==> src/rtl/core/drsd_pkg.sv <==
// Shared types and constants for the dual range stillness detector.
// Holds field widths, arithmetic constants, register codes, FSM states
// and the command/status structs between controller and datapath.
package drsd_pkg;

  // Fixed field widths
  localparam int ADC_IN_W   = 10;
  localparam int DIST_W     = 13;
  localparam int DRIFT_W    = 24;
  localparam int RUN_W      = 8;
  localparam int CFG_IDX_W  = 3;
  localparam int CFG_DATA_W = 24;
  localparam int LIMIT_W    = 8;

  // Parameter defaults
  localparam int ADC_BITS_DEF  = 10;
  localparam int FRAC_BITS_DEF = 8;

  // Conversion arithmetic
  localparam int MV_FULL   = 5000;
  localparam int TEN_K     = 10000;
  localparam int OFFSET_E4 = 1696;
  localparam int SCALE_E4  = 246100000;  // 24610 * 10000, before the fraction shift
  localparam int SCALE_W   = 28;
  localparam int MV_W      = 13;
  localparam int DEN_W     = 26;         // 5000 * 10000 fits

  localparam logic [RUN_W-1:0]   RUN_MAX   = '1;
  localparam logic [DRIFT_W-1:0] DRIFT_MAX = '1;

  // Register reset values
  localparam logic [DIST_W-1:0]  NOISE_FLOOR_RST = 13'd128;
  localparam logic [DIST_W-1:0]  MOVE_THR_RST    = 13'd384;
  localparam logic [LIMIT_W-1:0] STABLE_LIM_RST  = 8'd10;
  localparam logic [DRIFT_W-1:0] MAX_DRIFT_RST   = 24'd5120;
  localparam logic [DIST_W-1:0]  VALID_MIN_RST   = 13'd2048;
  localparam logic [DIST_W-1:0]  VALID_MAX_RST   = 13'd7680;

  typedef enum logic [CFG_IDX_W-1:0] {
    REG_NOISE_FLOOR = 3'd0,
    REG_MOVE_THR    = 3'd1,
    REG_STABLE_LIM  = 3'd2,
    REG_MAX_DRIFT   = 3'd3,
    REG_VALID_MIN   = 3'd4,
    REG_VALID_MAX   = 3'd5
  } cfg_reg_t;

  typedef enum logic [3:0] {
    ST_IDLE,
    ST_PROD,
    ST_MV,
    ST_DEN,
    ST_DIST_START,
    ST_DIST_WAIT,
    ST_UPDATE
  } state_t;

  typedef struct packed {
    logic load_in;   // capture both readings
    logic mul_mv;    // product = adc * 5000
    logic take_mv;   // latch millivolts: product times the full-scale reciprocal
    logic mul_den;   // den = mv * 10000
    logic div_dist;  // start scale / (den - offset)
    logic pick;      // settle the distance of the current channel
    logic use_quo;   // pick from the quotient if it lies in the valid window, else repeat the last distance
    logic update;    // advance the stillness state and load the result
    logic ch;        // current channel, 0 first, 1 second
  } dp_cmd_t;

  typedef struct packed {
    logic div_done;
    logic den_pos;
  } dp_status_t;

endpackage

==> src/rtl/core/drsd_divider.sv <==
// Restoring radix-2 divider, one quotient bit per cycle.
// Depends on nothing; instantiated by the datapath.
module drsd_divider #(
  parameter int NUM_W = 36,
  parameter int DVS_W = 26
) (
  input  logic             clk,
  input  logic             rst,
  input  logic             start,
  input  logic [NUM_W-1:0] dividend,
  input  logic [DVS_W-1:0] divisor,
  output logic             done,
  output logic [NUM_W-1:0] quotient
);

  localparam int CNT_W = (NUM_W > 1) ? $clog2(NUM_W) : 1;

  logic             busy;
  logic [CNT_W-1:0] cnt;
  logic [NUM_W-1:0] acc;
  logic [DVS_W-1:0] rem;
  logic [DVS_W-1:0] dvs;
  logic [DVS_W:0]   trial;
  logic             ge;

  assign trial    = {rem, acc[NUM_W-1]};
  assign ge       = trial >= {1'b0, dvs};
  assign quotient = acc;

  always_ff @(posedge clk) begin
    if (rst) begin
      busy <= 1'b0;
      done <= 1'b0;
      cnt  <= '0;
    end else begin
      done <= 1'b0;
      if (start) begin
        busy <= 1'b1;
        cnt  <= CNT_W'(NUM_W - 1);
      end else if (busy) begin
        if (cnt == '0) begin
          busy <= 1'b0;
          done <= 1'b1;
        end else begin
          cnt <= cnt - CNT_W'(1);
        end
      end
    end
  end

  always_ff @(posedge clk) begin
    if (start) begin
      acc <= dividend;
      rem <= '0;
      dvs <= divisor;
    end else if (busy) begin
      rem <= ge ? DVS_W'(trial - {1'b0, dvs}) : trial[DVS_W-1:0];
      acc <= {acc[NUM_W-2:0], ge};
    end
  end

endmodule

==> src/rtl/core/drsd_datapath.sv <==
// Datapath: config registers, conversion multipliers, shared divider,
// stillness state and result registers. Depends on drsd_pkg, drsd_divider.
module drsd_datapath #(
  parameter int ADC_BITS  = drsd_pkg::ADC_BITS_DEF,
  parameter int FRAC_BITS = drsd_pkg::FRAC_BITS_DEF
) (
  input  logic                              clk,
  input  logic                              rst,
  input  drsd_pkg::dp_cmd_t                 cmd,
  output drsd_pkg::dp_status_t              status,
  input  logic                              cfg_we,
  input  logic [drsd_pkg::CFG_IDX_W-1:0]    cfg_index,
  input  logic [drsd_pkg::CFG_DATA_W-1:0]   cfg_data,
  input  logic [drsd_pkg::ADC_IN_W-1:0]     adc_first,
  input  logic [drsd_pkg::ADC_IN_W-1:0]     adc_second,
  output logic [drsd_pkg::DIST_W-1:0]       dist_first,
  output logic [drsd_pkg::DIST_W-1:0]       dist_second,
  output logic                              still_now,
  output logic                              alarm
);
  import drsd_pkg::*;

  localparam int NUM_W    = SCALE_W + FRAC_BITS;
  localparam int PROD_W   = ADC_BITS + 13;
  localparam int FULL     = (1 << ADC_BITS) - 1;
  localparam int RECIP_SH = PROD_W + ADC_BITS;
  localparam int RECIP_W  = PROD_W + 1;
  localparam int WIDE_W   = PROD_W + RECIP_W;

  // ceil(2^RECIP_SH / FULL): exact floor division for every product below 2^PROD_W
  localparam longint unsigned RECIP_L =
    ((64'd1 << RECIP_SH) + 64'(FULL) - 64'd1) / 64'(FULL);

  localparam logic [NUM_W-1:0]   NUM_VAL   = NUM_W'(SCALE_E4) << FRAC_BITS;
  localparam logic [PROD_W-1:0]  MV_FULL_W = PROD_W'(MV_FULL);
  localparam logic [RECIP_W-1:0] RECIP     = RECIP_W'(RECIP_L);
  localparam logic [DEN_W-1:0]   TEN_K_W   = DEN_W'(TEN_K);
  localparam logic [DEN_W-1:0]   OFFSET_W  = DEN_W'(OFFSET_E4);

  function automatic logic [DIST_W-1:0] absdiff(input logic [DIST_W-1:0] a,
                                                input logic [DIST_W-1:0] b);
    absdiff = (a >= b) ? a - b : b - a;
  endfunction

  // Configuration
  logic [DIST_W-1:0]  noise_floor;
  logic [DIST_W-1:0]  move_thr;
  logic [LIMIT_W-1:0] stable_lim;
  logic [DRIFT_W-1:0] max_drift;
  logic [DIST_W-1:0]  valid_min;
  logic [DIST_W-1:0]  valid_max;

  always_ff @(posedge clk) begin
    if (rst) begin
      noise_floor <= NOISE_FLOOR_RST;
      move_thr    <= MOVE_THR_RST;
      stable_lim  <= STABLE_LIM_RST;
      max_drift   <= MAX_DRIFT_RST;
      valid_min   <= VALID_MIN_RST;
      valid_max   <= VALID_MAX_RST;
    end else if (cfg_we) begin
      unique case (cfg_index)
        REG_NOISE_FLOOR: noise_floor <= cfg_data[DIST_W-1:0];
        REG_MOVE_THR:    move_thr    <= cfg_data[DIST_W-1:0];
        REG_STABLE_LIM:  stable_lim  <= cfg_data[LIMIT_W-1:0];
        REG_MAX_DRIFT:   max_drift   <= cfg_data[DRIFT_W-1:0];
        REG_VALID_MIN:   valid_min   <= cfg_data[DIST_W-1:0];
        REG_VALID_MAX:   valid_max   <= cfg_data[DIST_W-1:0];
        default: ;
      endcase
    end
  end

  // Conversion
  logic [ADC_BITS-1:0] adc_a;
  logic [ADC_BITS-1:0] adc_b;
  logic [PROD_W-1:0]   prod;
  logic [WIDE_W-1:0]   mv_wide;
  logic [MV_W-1:0]     mv;
  logic [DEN_W-1:0]    den;
  logic [DIST_W-1:0]   d_first;
  logic [DIST_W-1:0]   d_second;

  logic                div_start;
  logic [NUM_W-1:0]    div_dividend;
  logic [DEN_W-1:0]    div_divisor;
  logic                div_done;
  logic [NUM_W-1:0]    quo;
  logic                in_window;
  logic [DIST_W-1:0]   last_sel;
  logic [DIST_W-1:0]   pick_val;

  assign mv_wide      = WIDE_W'(prod) * WIDE_W'(RECIP);
  assign div_start    = cmd.div_dist;
  assign div_dividend = NUM_VAL;
  assign div_divisor  = den - OFFSET_W;

  drsd_divider #(
    .NUM_W (NUM_W),
    .DVS_W (DEN_W)
  ) u_div (
    .clk      (clk),
    .rst      (rst),
    .start    (div_start),
    .dividend (div_dividend),
    .divisor  (div_divisor),
    .done     (div_done),
    .quotient (quo)
  );

  // Stillness state
  logic [DIST_W-1:0]  last_first;
  logic [DIST_W-1:0]  last_second;
  logic [DIST_W-1:0]  ref_first;
  logic [DIST_W-1:0]  ref_second;
  logic [DRIFT_W-1:0] drift_sum;
  logic [RUN_W-1:0]   still_run;

  assign status.div_done = div_done;
  assign status.den_pos  = den > OFFSET_W;

  assign in_window = (quo >= NUM_W'(valid_min)) && (quo <= NUM_W'(valid_max));
  assign last_sel  = cmd.ch ? last_second : last_first;
  assign pick_val  = (cmd.use_quo && in_window) ? quo[DIST_W-1:0] : last_sel;

  always_ff @(posedge clk) begin
    if (cmd.load_in) begin
      adc_a <= ADC_BITS'(adc_first);
      adc_b <= ADC_BITS'(adc_second);
    end
    if (cmd.mul_mv) begin
      prod <= PROD_W'(cmd.ch ? adc_b : adc_a) * MV_FULL_W;
    end
    if (cmd.take_mv) begin
      mv <= MV_W'(mv_wide >> RECIP_SH);
    end
    if (cmd.mul_den) begin
      den <= DEN_W'(mv) * TEN_K_W;
    end
    if (cmd.pick) begin
      if (cmd.ch) begin
        d_second <= pick_val;
      end else begin
        d_first <= pick_val;
      end
    end
  end

  logic [DIST_W-1:0]  delta1;
  logic [DIST_W-1:0]  delta2;
  logic               still;
  logic [RUN_W-1:0]   run_inc;
  logic [DRIFT_W+1:0] sum;
  logic [RUN_W-1:0]   still_run_next;
  logic [DRIFT_W-1:0] drift_sum_next;
  logic               latch_ref;

  always_comb begin
    delta1 = absdiff(d_first, last_first);
    delta2 = absdiff(d_second, last_second);
    if (delta1 < noise_floor) delta1 = '0;
    if (delta2 < noise_floor) delta2 = '0;
    still   = (delta1 < move_thr) && (delta2 < move_thr);
    run_inc = (still_run != RUN_MAX) ? still_run + RUN_W'(1) : still_run;
    sum     = {2'b00, drift_sum}
            + (DRIFT_W+2)'(absdiff(d_first, ref_first))
            + (DRIFT_W+2)'(absdiff(d_second, ref_second));
    latch_ref = still && (run_inc == RUN_W'(1));
    if (!still) begin
      still_run_next = '0;
      drift_sum_next = '0;
    end else if (latch_ref) begin
      still_run_next = run_inc;
      drift_sum_next = '0;
    end else begin
      still_run_next = run_inc;
      drift_sum_next = (sum > (DRIFT_W+2)'(DRIFT_MAX)) ? DRIFT_MAX : sum[DRIFT_W-1:0];
    end
  end

  always_ff @(posedge clk) begin
    if (rst) begin
      last_first  <= '0;
      last_second <= '0;
      ref_first   <= '0;
      ref_second  <= '0;
      drift_sum   <= '0;
      still_run   <= '0;
    end else if (cmd.update) begin
      last_first  <= d_first;
      last_second <= d_second;
      drift_sum   <= drift_sum_next;
      still_run   <= still_run_next;
      if (latch_ref) begin
        ref_first  <= d_first;
        ref_second <= d_second;
      end
    end
  end

  always_ff @(posedge clk) begin
    if (cmd.update) begin
      dist_first  <= d_first;
      dist_second <= d_second;
      still_now   <= still;
      alarm       <= (still_run_next >= stable_lim) && (drift_sum_next < max_drift);
    end
  end

endmodule

==> src/rtl/core/drsd_controller.sv <==
// Controller FSM: sequences both channels through the shared divider
// and owns the input and result handshakes. Depends on drsd_pkg.
module drsd_controller (
  input  logic                 clk,
  input  logic                 rst,
  input  logic                 sample_valid,
  output logic                 sample_stall,
  output logic                 result_valid,
  input  logic                 result_stall,
  output drsd_pkg::dp_cmd_t    cmd,
  input  drsd_pkg::dp_status_t status
);
  import drsd_pkg::*;

  state_t state;
  state_t state_next;
  logic   ch;
  logic   out_blocked;

  assign out_blocked  = result_valid && result_stall;
  assign sample_stall = (state != ST_IDLE);

  always_comb begin
    state_next = state;
    unique case (state)
      ST_IDLE:       if (sample_valid) state_next = ST_PROD;
      ST_PROD:       state_next = ST_MV;
      ST_MV:         state_next = ST_DEN;
      ST_DEN:        state_next = ST_DIST_START;
      ST_DIST_START: begin
        if (status.den_pos) state_next = ST_DIST_WAIT;
        else state_next = ch ? ST_UPDATE : ST_PROD;
      end
      ST_DIST_WAIT:  if (status.div_done) state_next = ch ? ST_UPDATE : ST_PROD;
      ST_UPDATE:     if (!out_blocked) state_next = ST_IDLE;
      default:       state_next = ST_IDLE;
    endcase
  end

  always_comb begin
    cmd    = '0;
    cmd.ch = ch;
    unique case (state)
      ST_IDLE:       cmd.load_in = sample_valid;
      ST_PROD:       cmd.mul_mv  = 1'b1;
      ST_MV:         cmd.take_mv = 1'b1;
      ST_DEN:        cmd.mul_den = 1'b1;
      ST_DIST_START: begin
        cmd.div_dist = status.den_pos;
        cmd.pick     = !status.den_pos;
      end
      ST_DIST_WAIT:  begin
        cmd.pick    = status.div_done;
        cmd.use_quo = 1'b1;
      end
      ST_UPDATE:     cmd.update = !out_blocked;
      default:       ;
    endcase
  end

  always_ff @(posedge clk) begin
    if (rst) begin
      state        <= ST_IDLE;
      ch           <= 1'b0;
      result_valid <= 1'b0;
    end else begin
      state <= state_next;
      if (cmd.load_in) begin
        ch <= 1'b0;
      end else if (cmd.pick) begin
        ch <= 1'b1;
      end
      if (cmd.update) begin
        result_valid <= 1'b1;
      end else if (!result_stall) begin
        result_valid <= 1'b0;
      end
    end
  end

  a_rise_from_update: assert property (@(posedge clk) disable iff (rst)
    $rose(result_valid) |-> $past(state == ST_UPDATE))
    else $error("result_valid rose outside the update state");

  a_no_overwrite: assert property (@(posedge clk) disable iff (rst)
    cmd.update |-> !(result_valid && result_stall))
    else $error("held result overwritten");

  a_done_in_wait: assert property (@(posedge clk) disable iff (rst)
    status.div_done |-> (state == ST_DIST_WAIT))
    else $error("divider finished outside the wait state");

  a_both_channels: assert property (@(posedge clk) disable iff (rst)
    (state == ST_UPDATE) |-> ch)
    else $error("update reached before the second channel");

endmodule

==> src/rtl/core/dual_range_stillness_detector_unit.sv <==
// From sample acceptance to result_valid each channel passes in turn through the
// product, millivolt, den and divide states; a zero millivolt reading skips the
// division, and the update state waits while a pending result is held.
// New samples wait until the last one leaves the update state. The shared radix-2
// divider runs up to two divisions (one per channel), 28+FRAC_BITS bits, in turn.
// Reset (rst, synchronous): registers take their defaults, stillness state clears.
// Top level of the dual range stillness detector; uses drsd_pkg and submodules.
module dual_range_stillness_detector_unit #(
  parameter int ADC_BITS  = drsd_pkg::ADC_BITS_DEF,
  parameter int FRAC_BITS = drsd_pkg::FRAC_BITS_DEF
) (
  input  logic                            clk,
  input  logic                            rst,
  // sample channel: one transaction per sampling tick
  input  logic                            sample_valid,
  output logic                            sample_stall,
  input  logic [drsd_pkg::ADC_IN_W-1:0]   adc_first,
  input  logic [drsd_pkg::ADC_IN_W-1:0]   adc_second,
  // result channel: one transaction per sample
  output logic                            result_valid,
  input  logic                            result_stall,
  output logic [drsd_pkg::DIST_W-1:0]     dist_first,
  output logic [drsd_pkg::DIST_W-1:0]     dist_second,
  output logic                            still_now,
  output logic                            alarm,
  // configuration write channel
  input  logic                            cfg_valid,
  output logic                            cfg_ready,
  input  logic [drsd_pkg::CFG_IDX_W-1:0]  cfg_index,
  input  logic [drsd_pkg::CFG_DATA_W-1:0] cfg_data
);
  import drsd_pkg::*;

  dp_cmd_t    cmd;
  dp_status_t status;

  // Registers are plain flops; take a write every cycle.
  assign cfg_ready = 1'b1;

  // Sequence: capture both readings, then per channel
  //   product = adc*5000, multiply by the full-scale reciprocal for millivolts,
  //   den = mv*10000, divide the fixed scale by den-offset if den > offset,
  //   keep the quotient if it lands in the window, else hold the last distance.
  // After the second channel, advance the still run and drift sum and load
  // the result register. A pending result holds the update state and so the next sample.
  drsd_controller u_ctrl (
    .clk          (clk),
    .rst          (rst),
    .sample_valid (sample_valid),
    .sample_stall (sample_stall),
    .result_valid (result_valid),
    .result_stall (result_stall),
    .cmd          (cmd),
    .status       (status)
  );

  drsd_datapath #(
    .ADC_BITS  (ADC_BITS),
    .FRAC_BITS (FRAC_BITS)
  ) u_dp (
    .clk         (clk),
    .rst         (rst),
    .cmd         (cmd),
    .status      (status),
    .cfg_we      (cfg_valid & cfg_ready),
    .cfg_index   (cfg_index),
    .cfg_data    (cfg_data),
    .adc_first   (adc_first),
    .adc_second  (adc_second),
    .dist_first  (dist_first),
    .dist_second (dist_second),
    .still_now   (still_now),
    .alarm       (alarm)
  );

endmodule
==> config.mk <==
export PLATFORM = sky130hd
export DESIGN_NAME = dual_range_stillness_detector_unit
export DESIGN_NICKNAME = d
export VERILOG_FILES = /design/src/rtl/core/drsd_pkg.sv /design/src/rtl/core/drsd_divider.sv /design/src/rtl/core/drsd_datapath.sv /design/src/rtl/core/drsd_controller.sv /design/src/rtl/core/dual_range_stillness_detector_unit.sv
export SDC_FILE = /design/constraint.sdc
export NUM_CORES = 2
export LEC_CHECK = 0
export ABC_CLOCK_PERIOD_IN_PS = 8200
export BUFFER_PORTS_ARGS = -buffer_cell sky130_fd_sc_hd__buf_2
export CORE_ASPECT_RATIO = 0.5
export CORE_UTILIZATION = 60
export DETAILED_ROUTE_END_ITERATION = 7
export PLACE_DENSITY = 0.8
export SLEW_MARGIN = 20
export SYNTH_ARGS = -nofsm -noshare
export SYNTH_HDL_FRONTEND = slang
export SYNTH_HIERARCHICAL = 1
export SYNTH_SLANG_ARGS = --single-unit
==> constraint.sdc <==
create_clock -name clk -period 8.2 [get_ports clk]
set_input_delay 1.23 -clock clk [delete_from_list [all_inputs] [get_ports clk]]
set_output_delay 1.23 -clock clk [all_outputs]
set_load 0.03 [all_outputs]
==> flow_summary.ini <==
[power]
power_density_mw_per_mm2 = 236.0
power.total_mw = 7.948
pwr-share-comb = 0.442
vdd_drop_max_v = 0.0002897
clkPwrFrac = 0.244
leakage_nw = 15.06
p_sw_frac = 0.3657
switchingPower_mw = 2.906
intPower_mw = 5.042
seq_power_share = 0.314

[logic_synthesis]
synth_warnings = 6
netlist_area_mm2 = 0.03120
synth_edf_count = 191
async_flop_share = 0
ys_types = 91
synthCells = 3380
ys_ff_latch = 398
synth_ff_type = dfxtp_1
ys_seq_area_frac = 0.3167
syn_area_per_cell_um2 = 9.230

[critical_path]
cp-start-kind = register
crit_path_max_fanout = 23
cp_slowest_cell = edfxtp_1
path_class = reg -> reg
cp_data_required_time_ps = 8490
slowest_delay_ps = 380
cp-end-kind = register
path_common_cell = ha_1
crit_arrival_ps = 7980

[drt]
drt-total-wl_um = 75760
ant_nets = 0
avgRoutedWirePerCell_um = 18.21
drc = 0
vias_per_cell = 5.862
vias = 24390
dr.pass1.iters = 6
drt_iter0_markers = 2149

[sta]
period_needed_ps = 7691
tns_ps = 0
slew_violations = 0
hold_ws_ps = 457.6
tightest_slew_ps = 1028
min_period_over_period = 0.9379
finalHoldViolCount = 0
relSlewSlack = 0.3149
finalSetupViolations = 0
skew_ps = 25.85
rsz0062_at_grt = false
max_freq_ghz = 0.1300

[grt]
grt-ovfl-total = 0
grt.total_usage = 0.2818
grt_pass1_vias = 23280
grt_antenna_before_repair = 1
grt_pass1_wl_um = 120000
grt_max_degree = 69

[clocking]
clk_pin_slew_ps = 70
cts_buffers = 39
h-tree-depth = 2
cts_hold_buf = 0
cts_sinks = 398
clockRootBuffer = clkbuf_16
clock_latency_ps = 550
cts_tree = built
cts_buffer_depth = 3

[final_layout]
drive_gt1_frac = 0.07927
final_cell_mix = ha_1, inv_1, nand2_1
utilization = 0.6630
nNetsFinal = 4052
areaGrowthSynthToFinish_pct = 7.949
final_common_cell = ha_1

[die]
num_io_pins = 83
fp.dieH_um = 163.2
start_util = 0.6141
fp-row-count = 58
dieArea_mm2 = 0.05297
fp.dieW_um = 324.5
core_mm2 = 0.05080

[placement]
portBuffers = 81
gp_routability_congestion = 0.9876
dp_hpwl_um = 58240

[min_path]
min_path_type = reg -> reg

[run]
maxCapViolCount = 0

[run_status]
status = complete, no violations
-- layout make-up --
| cell class | count | area [um^2] |
|---|---|---|
| tap | 690 | 863.3 |
| clock inverter | 20 | 239.0 |
| sequential | 398 | 9879 |
| timing repair buffer | 105 | 591.8 |
| inverter | 430 | 1614 |
| multi-input combinational | 2465 | 19350 |
| clock buffer | 51 | 1136 |
| antenna | 1 | 2.502 |
| fill | 4073 | 17120 |
-- final timing paths --
path	start	endpoint	slack (ps)	depth (start not counted)
max	u_dp/d_second[1]	u_dp/alarm	510	35
min	u_dp/valid_min[2]	u_dp/valid_min[2]	460	2
max reg2reg	u_dp/d_second[1]	u_dp/alarm	510	35
min reg2reg	u_dp/valid_min[2]	u_dp/valid_min[2]	460	2
-- cell usage after synthesis, drive strengths merged, types with 39 or more instances --
library cell | n | area share
clkbuf | 87 | 0.010
mux2i | 107 | 0.034
nand3 | 61 | 0.0099
a21o | 85 | 0.020
nor2b | 55 | 0.011
mux2 | 66 | 0.024
a21oi | 236 | 0.038
nor2 | 225 | 0.027
edfxtp | 191 | 0.18
buf | 39 | 0.0080
nor3 | 51 | 0.0085
ha | 485 | 0.19
xor2 | 51 | 0.014
nand2 | 302 | 0.036
xnor2 | 92 | 0.026
o21ai | 113 | 0.018
fa | 76 | 0.049
dfxtp | 207 | 0.13
inv | 430 | 0.052
-- routing by layer --
layer,part of all wire,vias up,global-route usage
li1,-,11840,-
met1,0.46,11690,0.3902
met2,0.45,730,0.4578
met3,0.067,121,0.04615
met4,0.024,0,0.07654
met5,0,-,0
-- stage by stage --
stage,instances,worst slack [ps],area [um^2]
after floorplan,3418,869.5,31340
after global placement,4086,485.2,32240
after detailed placement,4086,310.8,32240
after CTS,4157,275.3,33610
after global routing,4160,13.65,33680
final,4160,508.8,33680
-- power by group through the flow --
stage	clock network, mW	registers, mW	logic (mW)
6_report	1.94	2.50	3.51
5_1_grt	2.04	2.51	4.06
3_5_place_dp	0	2.53	3.46
4_1_cts	1.97	2.50	3.53
2_1_floorplan	0	2.48	2.80
3_3_place_gp	0	2.53	3.32
-- sequential cells by signal, indices dropped and copies added (netlist names), 20 cells and up --
name and flops:
u_dp/u_div/dvs 26, u_dp/u_div/rem 26, u_dp/max_drift 24, u_dp/prod 20
u_dp/u_div/quotient 36, u_dp/drift_sum 24, u_dp/den 22
-- logic make-up after synthesis --
group / after synthesis / synth area share
AO/OA/AOI/OAI: 685 / 0.1425
XOR/XNOR: 143 / 0.04015
adder cells (fa/ha/maj): 561 / 0.2433
buffers and inverters: 556 / 0.07019
flip-flops: 398 / 0.3167
multiplexers: 173 / 0.05815
other: 3 / 0.0003609
AND/OR/NAND/NOR: 861 / 0.1287
-- timing repair --
item,in CTS,in global routing
resized for setup,0,12
setup endpoints to repair,0,1
buffers inserted,0,1
-- worst max-delay path, delay by kind of cell (launching register included) --
family | cells | cell delay, ps
adder cells (fa/ha/maj) | 4 | 1040
flip-flops | 1 | 380
AO/OA/AOI/OAI | 13 | 2550
XOR/XNOR | 1 | 270
AND/OR/NAND/NOR | 12 | 2060
buffers and inverters | 3 | 630
multiplexers | 2 | 510
(Power assumes the default switching activity.)
